[src/rtl/core/bounded_deque_with_search_assert.svh]
// Assertion macros for the bounded deque block.
// Used by the top level; no other dependencies.
`ifndef BOUNDED_DEQUE_WITH_SEARCH_ASSERT_SVH
`define BOUNDED_DEQUE_WITH_SEARCH_ASSERT_SVH
`ifndef ASSERT_OFF
// condition must hold at every edge outside reset
`define BDQ_ASSERT_ALWAYS(lbl, clk, rst, cond, msg) \
   lbl: assert property (@(posedge clk) disable iff (rst) (cond)) else $error(msg);
// consequent must hold in the cycle after the antecedent
`define BDQ_ASSERT_NEXT(lbl, clk, rst, ante, cons, msg) \
   lbl: assert property (@(posedge clk) disable iff (rst) (ante) |=> (cons)) else $error(msg);
`else
`define BDQ_ASSERT_ALWAYS(lbl, clk, rst, cond, msg)
`define BDQ_ASSERT_NEXT(lbl, clk, rst, ante, cons, msg)
`endif
`endif

[src/rtl/core/bdq_pkg.sv]
// Shared types and codes for the bounded deque block.
// No dependencies; imported by bdq_cell and bounded_deque_with_search.
package bdq_pkg;

   localparam int VAL_W = 32;
   localparam int POS_W = 7;

   // operation codes
   localparam logic [2:0] FUNC_PUSH_FRONT = 3'd0;
   localparam logic [2:0] FUNC_PUSH_BACK  = 3'd1;
   localparam logic [2:0] FUNC_POP_FRONT  = 3'd2;
   localparam logic [2:0] FUNC_POP_BACK   = 3'd3;
   localparam logic [2:0] FUNC_SEARCH     = 3'd4;
   localparam logic [2:0] FUNC_DUMP       = 3'd5;

   // result status codes
   localparam logic [1:0] STATUS_OK       = 2'd0;
   localparam logic [1:0] STATUS_EMPTY    = 2'd1;
   localparam logic [1:0] STATUS_FULL     = 2'd2;
   localparam logic [1:0] STATUS_NOTFOUND = 2'd3;

   // what every cell does in a cycle
   typedef enum logic [2:0] {
      CELL_HOLD,
      CELL_SHR,
      CELL_SHL,
      CELL_ROT,
      CELL_LOAD
   } cell_op_type;

   typedef struct packed {
      cell_op_type              op;
      logic signed [VAL_W-1:0]  value;
   } cell_cmd_type;

   typedef struct packed {
      logic [2:0]               func;
      logic signed [VAL_W-1:0]  value;
   } req_type;

   typedef struct packed {
      logic [1:0]               status;
      logic signed [VAL_W-1:0]  item_value;
      logic [POS_W-1:0]         position;
      logic                     last;
   } rsp_type;

endpackage

[src/rtl/core/bounded_deque_with_search.sv]
// Push/pop front and push back: result registered next cycle.
// Pop back: count-1 rotations then a head pop; result registered from the pop.
// Search: one rotation per cycle unless rsp is stalled, one result after the full rotation.
// Dump: count result beats, one per element; walks stall while rsp is stalled.
// Reset empties the list, cells kept.
module bounded_deque_with_search
   import bdq_pkg::*;
#(
   parameter int DEPTH = 64
) (
   input  logic    clock,
   input  logic    reset,
   input  logic    req_valid,
   output logic    req_stall,
   input  req_type req_data,
   output logic    rsp_valid,
   input  logic    rsp_stall,
   output rsp_type rsp_data
);

`include "bounded_deque_with_search_assert.svh"

   localparam int CNT_W = $clog2(DEPTH + 1);
   localparam logic [CNT_W-1:0] CNT_FULL = CNT_W'(DEPTH);
   localparam logic [CNT_W-1:0] CNT_ONE  = CNT_W'(1);

   typedef enum logic [1:0] {
      S_IDLE,
      S_POPB,
      S_SEARCH,
      S_DUMP
   } state_type;

   state_type               state_ff, state_in;
   logic [CNT_W-1:0]        count_ff, count_in;
   logic [CNT_W-1:0]        steps_ff, steps_in;
   logic [POS_W-1:0]        pos_ff, pos_in;
   logic [POS_W-1:0]        match_pos_ff, match_pos_in;
   logic                    found_ff, found_in;
   logic signed [VAL_W-1:0] key_ff, key_in;
   logic                    rsp_valid_ff, rsp_valid_in;
   rsp_type                 rsp_data_ff, rsp_data_in;

   cell_cmd_type            cmd;
   logic                    emit;
   rsp_type                 rsp_next;
   logic                    out_free;
   logic                    req_accept;
   logic                    hit_now;
   logic signed [VAL_W-1:0] cell_data [DEPTH];

   assign out_free   = !rsp_valid_ff || !rsp_stall;
   assign req_stall  = !((state_ff == S_IDLE) && out_free);
   assign req_accept = req_valid && !req_stall;
   assign hit_now    = !found_ff && (cell_data[0] == key_ff);

   // chain of cells, head at index 0
   for (genvar i = 0; i < DEPTH; i++) begin : g_cell
      logic signed [VAL_W-1:0] left_d;
      logic signed [VAL_W-1:0] right_d;
      if (i == 0) begin : g_head
         assign left_d = cmd.value;
      end else begin : g_mid
         assign left_d = cell_data[i-1];
      end
      if (i == DEPTH - 1) begin : g_tail
         assign right_d = cell_data[i];
      end else begin : g_body
         assign right_d = cell_data[i+1];
      end
      bdq_cell #(
         .CELL_IDX (i),
         .CNT_W    (CNT_W)
      ) u_cell (
         .clock      (clock),
         .cmd        (cmd),
         .count      (count_ff),
         .left_data  (left_d),
         .right_data (right_d),
         .wrap_data  (cell_data[0]),
         .data       (cell_data[i])
      );
   end

   // sequencer: chain commands, result beat, next control state
   always_comb begin
      state_in     = state_ff;
      count_in     = count_ff;
      steps_in     = steps_ff;
      pos_in       = pos_ff;
      match_pos_in = match_pos_ff;
      found_in     = found_ff;
      key_in       = key_ff;
      cmd.op       = CELL_HOLD;
      cmd.value    = req_data.value;
      emit         = 1'b0;
      rsp_next.status     = STATUS_OK;
      rsp_next.item_value = '0;
      rsp_next.position   = '0;
      rsp_next.last       = 1'b1;

      case (state_ff)
         S_IDLE: if (req_accept) begin
            case (req_data.func)
               FUNC_PUSH_FRONT, FUNC_PUSH_BACK: begin
                  emit = 1'b1;
                  if (count_ff == CNT_FULL) begin
                     rsp_next.status = STATUS_FULL;
                  end else begin
                     cmd.op = (req_data.func == FUNC_PUSH_FRONT) ? CELL_SHR : CELL_LOAD;
                     count_in = count_ff + CNT_ONE;
                     rsp_next.item_value = req_data.value;
                  end
               end
               FUNC_POP_FRONT: begin
                  emit = 1'b1;
                  if (count_ff == '0) begin
                     rsp_next.status = STATUS_EMPTY;
                  end else begin
                     cmd.op = CELL_SHL;
                     count_in = count_ff - CNT_ONE;
                     rsp_next.item_value = cell_data[0];
                  end
               end
               FUNC_POP_BACK: begin
                  if (count_ff == '0) begin
                     emit = 1'b1;
                     rsp_next.status = STATUS_EMPTY;
                  end else begin
                     steps_in = count_ff - CNT_ONE;
                     state_in = S_POPB;
                  end
               end
               FUNC_SEARCH: begin
                  if (count_ff == '0) begin
                     emit = 1'b1;
                     rsp_next.status = STATUS_NOTFOUND;
                  end else begin
                     key_in   = req_data.value;
                     steps_in = count_ff;
                     pos_in   = POS_W'(1);
                     found_in = 1'b0;
                     state_in = S_SEARCH;
                  end
               end
               FUNC_DUMP: begin
                  if (count_ff == '0) begin
                     emit = 1'b1;
                     rsp_next.status = STATUS_EMPTY;
                  end else begin
                     steps_in = count_ff;
                     pos_in   = POS_W'(1);
                     state_in = S_DUMP;
                  end
               end
               default: ;
            endcase
         end
         // bring the back element round to the head, then pop it
         S_POPB: if (out_free) begin
            if (steps_ff != '0) begin
               cmd.op   = CELL_ROT;
               steps_in = steps_ff - CNT_ONE;
            end else begin
               cmd.op   = CELL_SHL;
               count_in = count_ff - CNT_ONE;
               emit     = 1'b1;
               rsp_next.item_value = cell_data[0];
               state_in = S_IDLE;
            end
         end
         // full rotation, comparing the head each step; order is restored at the end
         S_SEARCH: if (out_free) begin
            cmd.op   = CELL_ROT;
            steps_in = steps_ff - CNT_ONE;
            pos_in   = pos_ff + POS_W'(1);
            if (hit_now) begin
               found_in     = 1'b1;
               match_pos_in = pos_ff;
            end
            if (steps_ff == CNT_ONE) begin
               emit     = 1'b1;
               state_in = S_IDLE;
               if (found_ff || hit_now) begin
                  rsp_next.item_value = key_ff;
                  rsp_next.position   = found_ff ? match_pos_ff : pos_ff;
               end else begin
                  rsp_next.status = STATUS_NOTFOUND;
               end
            end
         end
         // full rotation, one beat per element
         S_DUMP: if (out_free) begin
            cmd.op   = CELL_ROT;
            steps_in = steps_ff - CNT_ONE;
            pos_in   = pos_ff + POS_W'(1);
            emit     = 1'b1;
            rsp_next.item_value = cell_data[0];
            rsp_next.position   = pos_ff;
            rsp_next.last       = (steps_ff == CNT_ONE);
            if (steps_ff == CNT_ONE) begin
               state_in = S_IDLE;
            end
         end
         default: state_in = S_IDLE;
      endcase
   end

   // output register
   always_comb begin
      rsp_valid_in = rsp_valid_ff;
      rsp_data_in  = rsp_data_ff;
      if (emit) begin
         rsp_valid_in = 1'b1;
         rsp_data_in  = rsp_next;
      end else if (!rsp_stall) begin
         rsp_valid_in = 1'b0;
      end
   end

   always_ff @(posedge clock) begin
      if (reset) begin
         state_ff     <= S_IDLE;
         count_ff     <= '0;
         rsp_valid_ff <= 1'b0;
      end else begin
         state_ff     <= state_in;
         count_ff     <= count_in;
         rsp_valid_ff <= rsp_valid_in;
      end
      steps_ff     <= steps_in;
      pos_ff       <= pos_in;
      match_pos_ff <= match_pos_in;
      found_ff     <= found_in;
      key_ff       <= key_in;
      rsp_data_ff  <= rsp_data_in;
   end

   assign rsp_valid = rsp_valid_ff;
   assign rsp_data  = rsp_data_ff;

   // checks
   `BDQ_ASSERT_ALWAYS(a_count_bound, clock, reset, count_ff <= CNT_FULL, "count exceeds depth")
   `BDQ_ASSERT_ALWAYS(a_walk_steps, clock, reset, (state_ff == S_IDLE) || (steps_ff <= count_ff), "walk longer than list")
   `BDQ_ASSERT_NEXT(a_full_push, clock, reset, req_accept && (count_ff == CNT_FULL) && ((req_data.func == FUNC_PUSH_FRONT) || (req_data.func == FUNC_PUSH_BACK)), $stable(count_ff), "push into full list changed count")
   `BDQ_ASSERT_NEXT(a_walk_holds, clock, reset, (state_ff != S_IDLE) && !out_free, $stable(steps_ff) && (state_ff == $past(state_ff)), "walk advanced while result stalled")

endmodule

[src/rtl/core/bdq_cell.sv]
// One storage cell of the deque chain: holds one element.
// Depends on bdq_pkg; instantiated in a row by bounded_deque_with_search.
module bdq_cell
   import bdq_pkg::*;
#(
   parameter int CELL_IDX = 0,
   parameter int CNT_W    = 7
) (
   input  logic                    clock,
   input  cell_cmd_type            cmd,
   input  logic [CNT_W-1:0]        count,
   input  logic signed [VAL_W-1:0] left_data,
   input  logic signed [VAL_W-1:0] right_data,
   input  logic signed [VAL_W-1:0] wrap_data,
   output logic signed [VAL_W-1:0] data
);

   localparam logic [CNT_W-1:0] SELF_IDX = CNT_W'(CELL_IDX);
   localparam logic [CNT_W-1:0] NEXT_IDX = CNT_W'(CELL_IDX + 1);

   logic signed [VAL_W-1:0] data_ff;
   logic signed [VAL_W-1:0] data_in;

   // next element: neighbour, head wrap, fresh value, or the held one
   always_comb begin
      data_in = data_ff;
      case (cmd.op)
         CELL_SHR:  data_in = left_data;
         CELL_SHL:  data_in = right_data;
         CELL_ROT:  data_in = (NEXT_IDX == count) ? wrap_data : right_data;
         CELL_LOAD: if (SELF_IDX == count) begin
            data_in = cmd.value;
         end
         default:   data_in = data_ff;
      endcase
   end

   always_ff @(posedge clock) begin
      data_ff <= data_in;
   end

   assign data = data_ff;

endmodule
[config.mk]
export PLATFORM = sky130hd
export DESIGN_NAME = bounded_deque_with_search
export DESIGN_NICKNAME = d
export VERILOG_FILES = /design/src/rtl/core/bdq_pkg.sv /design/src/rtl/core/bounded_deque_with_search.sv /design/src/rtl/core/bdq_cell.sv
export VERILOG_INCLUDE_DIRS = /design/src /design/src/rtl/core
export SDC_FILE = /design/constraint.sdc
export NUM_CORES = 2
export LEC_CHECK = 0
export CELL_PAD_IN_SITES_DETAIL_PLACEMENT = 1
export CELL_PAD_IN_SITES_GLOBAL_PLACEMENT = 1
export CORE_MARGIN = 2
export CORE_UTILIZATION = 30
export CTS_CLUSTER_DIAMETER = 200
export CTS_CLUSTER_SIZE = 30
export DETAILED_ROUTE_END_ITERATION = 8
export DONT_BUFFER_PORTS = 1
export PLACE_DENSITY_LB_ADDON = 0.05
export REMOVE_ABC_BUFFERS = 1
export SLEW_MARGIN = 20
export SYNTH_ARGS = -nofsm -noshare
export SYNTH_HDL_FRONTEND = slang
export SYNTH_SLANG_ARGS = --single-unit
[constraint.sdc]
create_clock -name clock -period 5.4 [get_ports clock]
set_clock_uncertainty 0.2 [all_clocks]
set_input_delay 0.54 -clock clock [delete_from_list [all_inputs] [get_ports clock]]
set_output_delay 0.54 -clock clock [all_outputs]
set_load 0.02 [all_outputs]
==> results.cfg <==
[setup_path]
reg2reg_depth = 11
worstReg2RegEnd = g_cell[54].u_cell.data[18]$_DFFE_PP_
cp_data_required_time_ps = 5950
critical_path_arrival_ps = 5060
r2r_slack_ps = 890
crit_type = flip-flop to flip-flop
cp_max_fo = 188
reg2reg_from = count_ff[0]$_SDFFE_PP0P_
cp-start-kind = flip-flop
end_kind = flip-flop

[layout]
final_nets = 11581
drive_gt1_share_pct = 5.63
finalNonFillerCells = 16755
area_growth_pct = 6.28
final_area_um2 = 125000

[detailed_routing]
routedWlPerCell_um = 33.5
first_iter_violations = 12494
routed.top_layer = met4
drt-total-wl_mm = 562
wl_met1_mm = 269
vias = 103777
drc = 0
drtPass1Iterations = 5
final_antenna_net_count = 0
via_per_inst = 6.19
wl_met3_mm = 33.7
dr_wl_met2_mm = 245

[synth]
syn_area_um2 = 118000
synthArstFlopShare_pct = 0
yosysWarnings = 0
syn_inst = 12719
synth_seq_cells = 2154
synth_cell_types = 72
ys_dominant_reg_cell = edfxtp_1
synth_seq_area_share_pct = 54.9
avgSynthCellArea_um2 = 9.24
synth_edf_count = 2144

[job]
cap_violations = 0

[sta]
fmax_mhz = 222
finalHoldViolations = 0
finalCritPeriodShare_pct = 83.5
fin_crit_ps = 4510
setup_viol = 0
layout_setup_ws_ps = 889
max_slew_margin_pct = 16.9
tns_ps = 0
slew_viol_final = 0
tightestPinTransition_ps = 1250
rsz0062_at_grt = false

[power]
pwr-share-seq_pct = 51.1
total_power_mw = 51.9
p_switching_mw = 19.9
power.share.switching_pct = 38.3
comb_power_share_pct = 31.7
ir_worst_vdd_v = 0.000275
clkPwrFrac_pct = 17.1
p_per_area_nw_per_um2 = 415
internal_power_mw = 32.0
p_leak_nw = 32.5

[clock_network]
cts-buffers-inserted = 85
clockBufferDepth = 4
cts_num_sinks = 2154
cts_setup_buffers = 0
path_clk_slew_ps = 130
cts-root-buf = clkbuf_16
ctsHoldBuffers = 43
post_cts_resized = 0
cts_tree = yes
cts-htree-levels = 3
worstSkewPairLatency_ps = 930

[min_path]
hp-start = req_data[30]
hold_class = input pin to flip-flop
min_path_cells = 3
min_to = g_cell[2].u_cell.data[30]$_DFFE_PP_

[placement]
dp_hpwl_mm = 354
dp_worst_setup_slack_ps = 1050
gp_congestion = 0.826
port_buffers = 0
placed_cells = 16591
placed_cell_area_um2 = 122000

[floorplanning]
rows = 229
start_util_pct = 30.2
ios = 83
coreArea_um2 = 390000
die_y_um = 630
chipWidth_um = 630
die-area_um2 = 397000

[grt]
grt_pass1_vias = 101367
overflow = 0
antenna_found_initial = 19
track_usage_pct = 27.3
grt_max_degree = 241
grt_pass1_wl_mm = 803

[run_status]
status = completed
[layout by cell type (no fill, tap or decap), types with 3 or more instances in the layout]
cell | synthesis | final
a2111oi_4 | 4 | 8
a21oi_1 | 79 | 16
a21oi_4 | 0 | 63
a221o_1 | 64 | 64
a22oi_1 | 32 | 32
a31oi_1 | 1954 | 1952
a32oi_1 | 8 | 8
and2_1 | 159 | 159
and3_1 | 143 | 137
and3_2 | 0 | 6
buf_12 | 0 | 86
buf_16 | 0 | 3
buf_4 | 24 | 263
clkbuf_1 | 976 | 14
clkbuf_16 | 0 | 87
dfxtp_1 | 10 | 9
diode_2 | 0 | 15
dlygate4sd3_1 | 0 | 44
edfxtp_1 | 2144 | 2144
ha_1 | 14 | 10
ha_2 | 0 | 4
inv_1 | 12 | 11
mux2i_4 | 0 | 32
nand2_1 | 2193 | 2140
nand2_2 | 8 | 61
nand2b_1 | 6 | 6
nand3_1 | 1993 | 1993
nand4_1 | 11 | 11
nand4bb_1 | 3 | 3
nor2_1 | 38 | 34
nor2_4 | 1 | 3
nor2b_1 | 13 | 9
nor2b_4 | 0 | 4
nor3_1 | 1958 | 1957
o21ai_0 | 52 | 51
or3_1 | 4 | 4
or4b_1 | 4 | 4
xnor2_1 | 41 | 41
xor2_1 | 9 | 9
[state kept, by name, summed over array words and instances, names as in the netlist]
signal,count
found_ff,1
pos_ff,7
count_ff,7
state_ff,2
steps_ff,7
key_ff,32
g_cell.u_cell.data,2048
match_pos_ff,7
rsp_valid,1
rsp_data,42
[synth_stat cells (9+ instances only)]
library cell	instances	share of area, %
and2_1	159	0.85
dfxtp_1	10	0.17
nand2_1	2193	7.0
ha_1	14	0.15
a31oi_1	1954	10
clkbuf_1	976	3.1
inv_1	12	0.038
buf_2	505	2.2
a221o_1	64	0.55
nor3_1	1958	8.3
a22oi_1	32	0.20
o21ai_0	52	0.22
clkbuf_2	43	0.18
buf_1	126	0.40
and3_1	143	0.76
nand4_1	11	0.059
edfxtp_1	2144	55
a21oi_1	79	0.34
nand3_1	1993	8.5
buf_4	24	0.15
mux2i_1	24	0.20
nor2_1	38	0.12
xnor2_1	41	0.31
xor2_1	9	0.067
mux2i_2	10	0.12
nor2b_1	13	0.069
[final cells by class]
cell class	count	area (um2)
Fill cell	43942	265000
Sequential cell	2154	64600
Multi-Input combinational cell	8876	47200
Tap cell	5197	6500
Timing Repair Buffer	399	4260
Clock buffer	101	2230
Inverter	12	45.0
Antenna cell	15	37.5
Clock inverter	1	8.76
[cell families (layout without fill, tap and decap cells)]
group,Yosys count,in the layout,share of synthesized area [%]
compound gates,2224,2224,12.1
xor+xnor,50,50,0.373
fa+ha+maj,14,14,0.149
buf+inv,1689,513,6.07
flops,2154,2154,54.9
mux,36,36,0.341
other cells,0,15,0
simple gates,6552,6552,26.0
[critical path: stages, from the launching register on]
cell     delay (ps)
dfxtp_1         500
inv_1           180
ha_2            250
nor2b_4         130
a21oi_1         430
a31o_4          480
buf_4           320
buf_12          280
buf_16          490
buf_4           480
nand3_1         130
a31oi_1         220
[per-stage QoR]
step / hold WS, ps / util, %
2_1_floorplan: 276 / -
3_3_place_gp: 293 / 31.3
3_5_place_dp: 321 / 31.3
4_1_cts: 4.77 / 32.0
5_1_grt: 72.0 / 32.1
6_report: 89.0 / 32.1
[power by group through the flow]
stage                     sequential (mW)  combinational [mW]  clock, mW
after floorplan                      25.1                11.8          0
after global placement               26.8                15.8          0
after detailed placement             26.8                16.2          0
after CTS                            26.5                16.3       9.26
after global routing                 26.9                17.8       9.60
final                                26.5                16.5       8.89
[worst max-delay path by stage]
stage | from | end | cells past startpoint
after floorplan | count_ff[5]$_SDFFE_PP0P_ | g_cell[10].u_cell.data[0]$_DFFE_PP_ | 4
after global placement | count_ff[0]$_SDFFE_PP0P_ | g_cell[17].u_cell.data[27]$_DFFE_PP_ | 9
after detailed placement | count_ff[0]$_SDFFE_PP0P_ | g_cell[54].u_cell.data[29]$_DFFE_PP_ | 10
after CTS | count_ff[0]$_SDFFE_PP0P_ | g_cell[54].u_cell.data[18]$_DFFE_PP_ | 10
after global routing | count_ff[0]$_SDFFE_PP0P_ | g_cell[54].u_cell.data[29]$_DFFE_PP_ | 11
final | count_ff[0]$_SDFFE_PP0P_ | g_cell[54].u_cell.data[18]$_DFFE_PP_ | 11
[per-layer routing]
metal / vias to the layer above / global-route usage [%]
met5: - / 0
met2: 3952 / 41.4
met4: 0 / 6.28
met3: 464 / 3.04
li1: 45097 / -
met1: 54264 / 41.3
(Power assumes the default switching activity.)
